## src/sv/vmc_pkg.sv

```systemverilog
// Package with payload types and widths for the 2D vector length clamp.
`default_nettype none
package vmc_pkg;
    localparam int DataWidth = 16;
    localparam int LenWidth  = DataWidth - 1;
    localparam int MagWidth  = DataWidth;          // magnitude of a component
    localparam int SqWidth   = 2 * MagWidth + 1;   // x*x + y*y
    localparam int RootWidth = MagWidth + 1;       // ceil(sqrt) fits here
    localparam int ProdWidth = MagWidth + LenWidth;

    typedef struct packed {
        logic signed [DataWidth-1:0] vec_x;
        logic signed [DataWidth-1:0] vec_y;
    } t_vec_in;

    typedef struct packed {
        logic signed [DataWidth-1:0] out_x;
        logic signed [DataWidth-1:0] out_y;
        logic                        clamped;
    } t_vec_out;

    // Side data that travels with an item through the root and divide stages.
    typedef struct packed {
        logic                 neg_x;
        logic                 neg_y;
        logic [MagWidth-1:0]  mag_x;
        logic [MagWidth-1:0]  mag_y;
        logic [LenWidth-1:0]  limit;
        logic                 clamp;
        t_vec_in              raw;
    } t_side;
endpackage
`default_nettype wire

```

## src/sv/vmc_sqrt.sv

```systemverilog
// Pipelined ceiling square root, one result bit per stage.
`default_nettype none
module vmc_sqrt (
    input  wire logic                              i_clk,
    input  wire logic                              i_rst_n,
    input  wire logic                              i_en,
    input  wire logic                              i_valid,
    input  wire logic [vmc_pkg::SqWidth-1:0]       i_sq,
    input  wire vmc_pkg::t_side                    i_side,
    output logic                                   o_valid,
    output logic [vmc_pkg::RootWidth-1:0]          o_root,
    output vmc_pkg::t_side                         o_side
);
    localparam int Steps = vmc_pkg::RootWidth;
    localparam int RemW  = vmc_pkg::SqWidth + 2;

    logic                           r_vld  [Steps+1];
    logic [vmc_pkg::SqWidth-1:0]    r_rad  [Steps+1];
    logic [RemW-1:0]                r_rem  [Steps+1];
    logic [vmc_pkg::RootWidth-1:0]  r_q    [Steps+1];
    vmc_pkg::t_side                 r_side [Steps+1];

    always_comb begin
        r_vld[0]  = i_valid;
        r_rad[0]  = i_sq;
        r_rem[0]  = '0;
        r_q[0]    = '0;
        r_side[0] = i_side;
    end

    // Restoring square root: step k brings in radicand bit pair Steps-1-k.
    // The top pair reaches past the radicand, so its upper bit reads as zero.
    for (genvar k = 0; k < Steps; k++) begin : g_step
        logic [RemW-1:0] n_trial;
        logic [RemW-1:0] n_rem;
        logic [1:0]      n_pair;
        always_comb begin
            n_pair  = 2'(r_rad[k] >> (2*(Steps-1-k)));
            n_rem   = {r_rem[k][RemW-3:0], n_pair};
            n_trial = {{(RemW-vmc_pkg::RootWidth-2){1'b0}}, r_q[k], 2'b01};
        end
        always_ff @(posedge i_clk) begin
            if (!i_rst_n) begin
                r_vld[k+1] <= 1'b0;
            end else if (i_en) begin
                r_vld[k+1] <= r_vld[k];
            end
            if (i_en) begin
                r_rad[k+1]  <= r_rad[k];
                r_side[k+1] <= r_side[k];
                if (n_rem >= n_trial) begin
                    r_rem[k+1] <= n_rem - n_trial;
                    r_q[k+1]   <= {r_q[k][vmc_pkg::RootWidth-2:0], 1'b1};
                end else begin
                    r_rem[k+1] <= n_rem;
                    r_q[k+1]   <= {r_q[k][vmc_pkg::RootWidth-2:0], 1'b0};
                end
            end
        end
    end

    // A nonzero remainder means the radicand is not a perfect square: round up.
    assign o_valid = r_vld[Steps];
    assign o_root  = r_q[Steps] + vmc_pkg::RootWidth'(r_rem[Steps] != '0);
    assign o_side  = r_side[Steps];
endmodule
`default_nettype wire

```

## config.mk

```make
export PLATFORM = sky130hd
export DESIGN_NAME = vmc_sqrt
export DESIGN_NICKNAME = d
export VERILOG_FILES = /design/src/sv/vmc_pkg.sv /design/src/sv/vmc_sqrt.sv
export SDC_FILE = /design/constraint.sdc
export NUM_CORES = 2
export LEC_CHECK = 0
export BUFFER_PORTS_ARGS = -buffer_cell sky130_fd_sc_hd__buf_2
export CORE_MARGIN = 3
export CORE_UTILIZATION = 50
export DETAILED_ROUTE_END_ITERATION = 8
export PLACE_DENSITY = 0.62
export REMOVE_ABC_BUFFERS = 1
export SLEW_MARGIN = 0
export SYNTH_ARGS = -nofsm -noshare
export SYNTH_HDL_FRONTEND = slang
export SYNTH_SLANG_ARGS = --single-unit
```

## constraint.sdc

```tcl
create_clock -name i_clk -period 4.5 [get_ports i_clk]
set_input_delay 1.35 -clock i_clk [delete_from_list [all_inputs] [get_ports i_clk]]
set_output_delay 1.35 -clock i_clk [all_outputs]
set_load 0.01 [all_outputs]
```

==> results.json <==
{
  "synth_seq_cells": 2344,
  "die_x_um": 424,
  "cap_violations": 0,
  "synth.area.mux_share_pct": 0.596,
  "cts.sinks": 2344,
  "syn_avg_cell_area_um2": 17.6,
  "drv_slew": 0,
  "drt_iter0_markers": 2597,
  "cp_max_fo": 3,
  "synth_warnings": 0,
  "cts_buffer_depth": 3,
  "p_per_area_nw_per_um2": 485,
  "diodes": 0,
  "drt-pass1-iter-count": 7,
  "min_period_ps": 4390,
  "netlist_instances": 4980,
  "fin_crit_sh_pct": 97.7,
  "setup_ws_ps": 106,
  "coreArea_um2": 173000,
  "num_io_pins": 219,
  "h-tree-depth": 4,
  "end_kind": "primary output",
  "worstMarginPinSlew_ps": 1060,
  "die-area_um2": 180000,
  "nNetsFinal": 5661,
  "hold_class": "register to register",
  "clock_latency_ps": 860,
  "maxSlewHeadroom_pct": 27.7,
  "clk_pin_slew_ps": 60,
  "postRouteAntennaNets": 0,
  "netlist-cell-type-count": 83,
  "total_power_mw": 47.9,
  "synth_ff_type": "edfxtp_1",
  "grt_max_degree": 133,
  "grt.total_usage_pct": 13.8,
  "grt_pass1_wl_um": 201000,
  "hold_ws_ps": 389,
  "crit_type": "register to primary output",
  "rsz0062_at_grt": "yes",
  "area_growth_pct": 13.2,
  "skew_ps": 67.5,
  "status": "complete, no violations",
  "via_per_inst": 5.05,
  "synth-seq-area-share_pct": 80.3,
  "drc": 0,
  "cts_hold_buf": 0,
  "rows": 152,
  "synth_area_leader_cell": "edfxtp_1",
  "leakage_nw": 35.2,
  "synth_edf_count": 2327,
  "layout-drive-gt1-share_pct": 12.8,
  "synth_top_area_share_pct": 79.9,
  "synth.area.top_cells": "edfxtp_1 (80%), ha_1 (2.5%), xor2_1 (2.5%)",
  "die_h_um": 424,
  "crit_required_ps": 3150,
  "grt_overflow": 0,
  "final_cell_count_no_fill": 7869,
  "detailed_place_hpwl_um": 79800,
  "wl_per_cell_um": 15.7,
  "async_reset_ff_share_pct": 0,
  "synthSimpleGateAreaFrac_pct": 6.42,
  "syn_area_um2": 87400,
  "root_buffer": "clkbuf_16",
  "synth_xor_area_share_pct": 4.24,
  "place_ws_ps": 520,
  "portBuffers": 218,
  "arrival_ps": 3040,
  "vias": 39800,
  "synth_adder_area_share_pct": 2.48,
  "dp.cells": 7447,
  "peakVddDrop_uv": 353,
  "hold_viol": 0,
  "synth_compound_area_share_pct": 3.98,
  "place_congestion": 0.878,
  "drt-total-wl_um": 124000,
  "fill_cells": 13200,
  "antenna_found_initial": 0,
  "start_util_pct": 50.6,
  "setup_violations": 0,
  "cts_buffers": 225,
  "synth_top_family_by_area": "simple AND/OR/NAND/NOR gates",
  "cts_tree": "built",
  "grt_pass1_vias": 40000,
  "worstSetupStartpointType": "register",
  "fmax_mhz": 228,
  "setup_tns_ps": 0
}
synth_stat cells, types with 45 or more instances:
cell      number
a21oi_1      146
or3_1         59
xnor2_1      176
edfxtp_1    2327
nand2_1      218
inv_1        219
nor3_1       135
buf_4         83
nor4_1        91
or4_1         51
o21ai_0      145
xor2_1       247
clkbuf_1      45
ha_1         173
o21a_1        53
nand3_1       61
nor2_1       233
a21o_1        50
report_power, final:
group / leakage [nW] / internal (mW) / switching (mW)
combinational: 8.92 / 1.32 / 1.91
clock: 3.50 / 10.2 / 7.74
sequential: 22.7 / 26.0 / 0.749
total: 35.2 / 37.5 / 10.4
cells by family after synthesis:
logic type	after synthesis
AND/OR/NAND/NOR	1076
other	1
flip-flops	2344
buffers and inverters	366
multiplexers	49
AO/OA/AOI/OAI	548
adder cells (fa/ha/maj)	173
XOR/XNOR	423
flip-flops by register name, indices dropped and copies added (netlist names):
register	flops
r_side	1312
g_step.n_rem	473
r_rad	240
g_step.n_trial	136
o_side	82
r_rem	35
g_step.n_pair	32
r_q	17
r_vld	16
o_valid	1
final timing paths:
check / cells after the start / startpoint / endpoint / slack [ps]
hold / removal: 0 / r_side[249] / r_side[167] / 390
setup / recovery: 13 / r_rem[0] / o_root[16] / 110
hold reg to reg: 0 / r_side[249] / r_side[167] / 390
setup reg to reg: 7 / g_step[13].n_rem[27] / g_step[14].n_rem[18] / 670
through the flow:
stage	util [%]	area, um2
2_1_floorplan	-	86500
3_3_place_gp	53.0	91500
3_5_place_dp	53.0	91500
4_1_cts	57.2	98800
5_1_grt	57.3	98900
6_report	57.3	98900
layer usage:
layer / track usage [%] / vias up / part of all wire (%)
met5: 0 / - / 0
met4: 6.21 / 0 / 3.9
met3: 2.70 / 304 / 3.7
met2: 24.6 / 676 / 52
met1: 16.0 / 19100 / 41
li1: - / 19700 / -
layout by cell type, fill, tap and decap left out, drive strengths merged, types with 146 or more instances in the layout:
cell type / n
edfxtp: 2327
buf: 303
clkbuf: 275
xor2: 247
nor2: 233
inv: 228
nand2: 218
xnor2: 176
ha: 173
o21ai: 147
a21oi: 146
cell type report:
class / count / area (um2) / share of cell area, %
multi-input combinational: 2270 / 15600 / 15.8
tap: 2310 / 2890 / 2.92
inverter: 225 / 845 / 0.854
clock inverter: 142 / 1460 / 1.47
timing repair buffer: 303 / 2080 / 2.10
clock buffer: 275 / 5820 / 5.88
sequential: 2344 / 70200 / 71.0
timing repair:
item / in CTS / in global routing
gates resized for setup: 12 / 13
pin swaps: 9 / 5
setup endpoints to repair: 8 / 9
buffers inserted: 3 / 2
hold endpoints to repair: 0 / 0
critical path, stage by stage, from the launching register on:
cell	delay [ps]
edfxtp_1	420
nor4_4	300
nand4_1	100
nor2_1	110
nand4_1	150
ha_2	250
ha_4	170
nand2_4	60
nor2_4	40
and3_4	150
and2_4	150
nand4_1	90
xnor2_1	120
buf_2	140
(Power assumes the default switching activity.)
