===== config.mk =====
export PLATFORM = sky130hd
export DESIGN_NAME = vmc_div
export DESIGN_NICKNAME = d
export VERILOG_FILES = /design/src/sv/vmc_pkg.sv /design/src/sv/vmc_div.sv
export SDC_FILE = /design/constraint.sdc
export NUM_CORES = 2
export LEC_CHECK = 0
export BUFFER_PORTS_ARGS = -buffer_cell sky130_fd_sc_hd__buf_4
export CAP_MARGIN = 10
export CORE_UTILIZATION = 41
export CTS_BUF_LIST = sky130_fd_sc_hd__clkbuf_2 sky130_fd_sc_hd__clkbuf_4 sky130_fd_sc_hd__clkbuf_8
export DETAILED_ROUTE_END_ITERATION = 10
export PLACE_DENSITY = 0.64
export SLEW_MARGIN = 10
export SYNTH_ARGS = -nofsm -noshare
export SYNTH_HDL_FRONTEND = slang
export SYNTH_SLANG_ARGS = --single-unit

===== constraint.sdc =====
create_clock -name i_clk -period 4.8 [get_ports i_clk]
set_input_delay 0.48 -clock i_clk [delete_from_list [all_inputs] [get_ports i_clk]]
set_output_delay 0.48 -clock i_clk [all_outputs]
set_load 0.02 [all_outputs]

===== src/sv/vmc_pkg.sv =====
// Package with payload types and widths for the 2D vector length clamp.
`default_nettype none
package vmc_pkg;
    localparam int DataWidth = 16;
    localparam int LenWidth  = DataWidth - 1;
    localparam int MagWidth  = DataWidth;          // magnitude of a component
    localparam int SqWidth   = 2 * MagWidth + 1;   // x*x + y*y
    localparam int RootWidth = MagWidth + 1;       // ceil(sqrt) fits here
    localparam int ProdWidth = MagWidth + LenWidth;

    typedef struct packed {
        logic signed [DataWidth-1:0] vec_x;
        logic signed [DataWidth-1:0] vec_y;
    } t_vec_in;

    typedef struct packed {
        logic signed [DataWidth-1:0] out_x;
        logic signed [DataWidth-1:0] out_y;
        logic                        clamped;
    } t_vec_out;

    // Side data that travels with an item through the root and divide stages.
    typedef struct packed {
        logic                 neg_x;
        logic                 neg_y;
        logic [MagWidth-1:0]  mag_x;
        logic [MagWidth-1:0]  mag_y;
        logic [LenWidth-1:0]  limit;
        logic                 clamp;
        t_vec_in              raw;
    } t_side;
endpackage
`default_nettype wire


===== src/sv/vmc_div.sv =====
// Pipelined restoring divider: two quotients of one shared divisor, one bit per stage.
`default_nettype none
module vmc_div (
    input  wire logic                              i_clk,
    input  wire logic                              i_rst_n,
    input  wire logic                              i_en,
    input  wire logic                              i_valid,
    input  wire logic [vmc_pkg::ProdWidth-1:0]     i_num_x,
    input  wire logic [vmc_pkg::ProdWidth-1:0]     i_num_y,
    input  wire logic [vmc_pkg::RootWidth-1:0]     i_den,
    input  wire vmc_pkg::t_side                    i_side,
    output logic                                   o_valid,
    output logic [vmc_pkg::MagWidth-1:0]           o_quo_x,
    output logic [vmc_pkg::MagWidth-1:0]           o_quo_y,
    output vmc_pkg::t_side                         o_side
);
    // The quotient is at most the magnitude, so MagWidth bits suffice.
    localparam int Steps = vmc_pkg::MagWidth;
    localparam int NW    = vmc_pkg::ProdWidth;
    localparam int RW    = vmc_pkg::RootWidth + 1;

    logic                          r_vld  [Steps+1];
    logic [NW-1:0]                 r_nx   [Steps+1];
    logic [NW-1:0]                 r_ny   [Steps+1];
    logic [RW-1:0]                 r_rx   [Steps+1];
    logic [RW-1:0]                 r_ry   [Steps+1];
    logic [vmc_pkg::RootWidth-1:0] r_den  [Steps+1];
    vmc_pkg::t_side                r_side [Steps+1];

    always_comb begin
        r_vld[0]  = i_valid;
        r_nx[0]   = i_num_x;
        r_ny[0]   = i_num_y;
        r_rx[0]   = '0;
        r_ry[0]   = '0;
        r_den[0]  = i_den;
        r_side[0] = i_side;
    end

    // Before the first step the remainder takes the top numerator bits that
    // lie above the quotient range; they are below the divisor when clamping.
    for (genvar k = 0; k < Steps; k++) begin : g_step
        logic [RW-1:0] n_sx;
        logic [RW-1:0] n_sy;
        logic [RW-1:0] n_d;
        logic [RW-1:0] n_hx;
        logic [RW-1:0] n_hy;
        always_comb begin
            n_d  = {1'b0, r_den[k]};
            if (k == 0) begin
                n_hx = RW'(r_nx[k] >> Steps);
                n_hy = RW'(r_ny[k] >> Steps);
            end else begin
                n_hx = r_rx[k];
                n_hy = r_ry[k];
            end
            n_sx = {n_hx[RW-2:0], r_nx[k][Steps-1-k]};
            n_sy = {n_hy[RW-2:0], r_ny[k][Steps-1-k]};
        end
        always_ff @(posedge i_clk) begin
            if (!i_rst_n) begin
                r_vld[k+1] <= 1'b0;
            end else if (i_en) begin
                r_vld[k+1] <= r_vld[k];
            end
            if (i_en) begin
                r_den[k+1]  <= r_den[k];
                r_side[k+1] <= r_side[k];
                if (n_sx >= n_d) begin
                    r_rx[k+1] <= n_sx - n_d;
                    r_nx[k+1] <= r_nx[k] | (NW'(1) << (Steps-1-k));
                end else begin
                    r_rx[k+1] <= n_sx;
                    r_nx[k+1] <= r_nx[k] & ~(NW'(1) << (Steps-1-k));
                end
                if (n_sy >= n_d) begin
                    r_ry[k+1] <= n_sy - n_d;
                    r_ny[k+1] <= r_ny[k] | (NW'(1) << (Steps-1-k));
                end else begin
                    r_ry[k+1] <= n_sy;
                    r_ny[k+1] <= r_ny[k] & ~(NW'(1) << (Steps-1-k));
                end
            end
        end
    end

    assign o_valid = r_vld[Steps];
    assign o_quo_x = r_nx[Steps][Steps-1:0];
    assign o_quo_y = r_ny[Steps][Steps-1:0];
    assign o_side  = r_side[Steps];
endmodule
`default_nettype wire


==> flow_summary.yaml <==
pwr:
  power_density_mw_per_mm2: 582
  clockPowerShare: 0.264
  seqPwrFrac: 0.433
  p_sw_mw: 22.6
  vdd_drop_max_mv: 0.289
  p_int_mw: 50.7
  power_frac_comb: 0.303
  p_leak_nw: 47.4
  p_sw_frac: 0.309
global_route:
  grt_use_total: 0.147
  grt_max_degree: 163
  grt_pass1_wl_mm: 315
  antenna_found_initial: 2
  grt_pass1_vias: 59700
  overflow: 0
synthesis:
  postSynth.asyncResetShare: 0
  ys_seq_elements: 2605
  synthCells: 6980
  synthesis.area_mm2: 0.109
  synth_nets: 7717
  avgSynthCellArea_um2: 15.7
  synth.largest_area_cell: "edfxtp_1"
  synth-edff-count: 2589
  ys_types: 90
  synth_common_cells: "2589 x edfxtp_1, 542 x ha_1, 430 x inv_1"
  ys_warn_count: 0
  synth_flop_cell: "edfxtp_1"
  synthMostInstantiatedCell: "edfxtp_1"
  yosys-top-cells-area: "edfxtp_1 71%, ha_1 6.2%, mux2_2 2.7%"
  seq_area_frac_synth: 0.715
  synth_top_cell_area_share: 0.712
critical_path:
  start_kind: "flop"
  endpoint_kind: "flop"
  critPathRequiredTime_ns: 5.54
  crit_slowest_cell: "a22o_1"
  max_stage_delay_ns: 0.86
  crit_path_max_fanout: 18
  worst-path-buf-inv: 2
  crit_path_frequent_cell: "inv_1"
  worstPathArrival_ns: 4.78
  crit_path_cell_trace: "inv_1 -> ha_1 -> inv_1 -> fa_1 -> a211oi_1 -> o21bai_1 -> a21oi_1 -> o21ai_0 -> a32oi_1 -> a22o_1 -> mux2_2"
  crit_type: "flop to flop"
  cp_top_family: "compound AO/OA/AOI/OAI gates"
floorplan:
  die_w_um: 518
  num_rows: 189
  initial_core_util: 0.412
  die_height_um: 518
  die_area_mm2: 0.269
  ios: 280
  coreArea_mm2: 0.265
worst_hold_path:
  hold_path.class: "primary input to flop"
route:
  drc: 50
  dr_total_vias: 57300
  routed_wirelength_mm: 203
  postRouteAntennaNets: 0
  first_pass_iters: 9
  drt-initial-drc-count: 2972
  vias_per_cell: 4.92
  routedWlPerCell_um: 17.5
status:
  status: "finished, violations left"
  violations: "DRC"
sta:
  slew_headroom: 0.187
  hold_viol: 0
  rsz0062_at_grt: "no"
  period_minus_slack_ns: 4.03
  setup-tns-final_ns: 0
  setup_violations: 0
  finalMaxSlewViolations: 0
  final.period_utilization: 0.840
  max_freq_mhz: 248
  skew_ns: 0.0832
  tightest_slew_ns: 1.22
final_layout:
  area_growth_pct: 15.4
  postLayoutCellArea_mm2: 0.126
  final_core_util: 0.476
  drive_above_1_share: 0.168
  fin_nets: 8500
clock_tree:
  cts_sinks: 2605
  clk_pin_slew_worst_paths_ns: 0.06
  clkLatencyLatePin_ns: 1.05
  cts-htree-levels: 5
  cts-resized-gates: 0
  cts_tree: "yes"
  root_buffer: "clkbuf_8"
  numCtsBuffers: 426
  cts_max_path_buffers: 4
job:
  max-cap-violations: 0
placed_design:
  place_area_mm2: 0.116
  port_buffers: 279
  gp_congestion: 0.924
  post-dp-hpwl_mm: 141
==> flip-flops by register name (all words and copies together) (netlist names) <==
name         cells
r_side        1230
g_step.n_d     255
g_step.n_hx    255
g_step.n_hy    255
r_nx           225
r_ny           225
o_side          82
o_quo_x         16
o_quo_y         16
g_step.n_sx     15
g_step.n_sy     15
r_vld           15
o_valid          1
==> power by group through the flow <==
stage	Combinational, mW	Clock, mW	Sequential, mW
5_1_grt	24.6	21.1	32.1
6_report	22.2	19.3	31.7
2_1_floorplan	16.8	0	31.3
3_3_place_gp	21.6	0	32.2
3_5_place_dp	22.0	0	32.2
4_1_cts	22.3	20.2	31.8
==> layer usage <==
metal	global-route usage	wire length (µm)
met4	0.0767	10300
met5	0	0
met1	0.160	79500
met3	0.0279	8130
met2	0.272	105000
==> per-stage QoR <==
stage / worst slack [ns] / std cells / hold slack (ns) / power, mW
global route: 0.650 / 11600 / 0.0427 / 77.8
global placement: 0.830 / 10700 / 0.400 / 53.8
CTS: 0.788 / 11600 / 0.000224 / 74.3
finish: 0.767 / 11600 / 0.175 / 73.3
detailed placement: 0.811 / 10700 / 0.405 / 54.2
floorplan: 1.58 / 6980 / 0.400 / 48.1
==> cell families (layout without fill, tap and decap cells) <==
logic type	after synthesis	after routing	synth area share
flops	2605	2605	0.715
mux	318	318	0.0325
compound gates	1346	1346	0.0789
xor+xnor	411	411	0.0329
simple gates	1097	1097	0.0471
other cells	0	8	0
buf+inv	631	1754	0.0264
fa+ha+maj	572	572	0.0676
==> what timing repair did <==
item                      CTS  global route
hold buffers              179             0
buffers inserted            0             0
hold endpoints to repair  208             0
==> final cells by class <==
class | instances | area [µm²]
antenna | 8 | 20.0
clock buffer | 569 | 6980
clock inverter | 199 | 1680
fill | 22700 | 139000
inverter | 431 | 1620
multi-input combinational | 3744 | 28400
sequential | 2605 | 78100
tap | 3533 | 4420
timing repair buffer | 555 | 4910
==> cell usage in the layout, fill, tap and decap left out, types with 79 or more instances in the layout <==
cell	count
o21ai_0	303
ha_1	542
xor2_1	159
clkbuf_4	136
xnor2_1	252
clkinv_1	114
nor3_1	79
a21oi_1	405
edfxtp_1	2589
inv_1	430
mux2_2	262
nand2_1	303
buf_4	353
clkbuf_8	433
dlygate4sd3_1	179
nor2_1	339
a21o_1	193
==> worst reg2reg max path: cells and delay by family (launching register included) <==
family / cells / cell delay [ns]
AO/OA/AOI/OAI: 6 / 2.27
adder cells (fa/ha/maj): 2 / 0.59
buffers and inverters: 2 / 0.14
multiplexers: 1 / 0.44
flip-flops: 1 / 0.35
==> final timing paths <==
path	start	to	slack, ns	depth (start not counted)
worst min register to register	r_side[619]$_DFFE_PP_	r_side[537]$_DFFE_PP_	0.38	0
worst min-delay path	i_side[77]	r_side[1307]$_DFFE_PP_	0.17	2
worst max-delay path	g_step[12].n_sx[0]$_DFFE_PP_	g_step[13].n_hx[1]$_DFFE_PP_	0.77	11
worst max register to register	g_step[12].n_sx[0]$_DFFE_PP_	g_step[13].n_hx[1]$_DFFE_PP_	0.77	11
No activity file was read; power rests on OpenSTA's default activity.
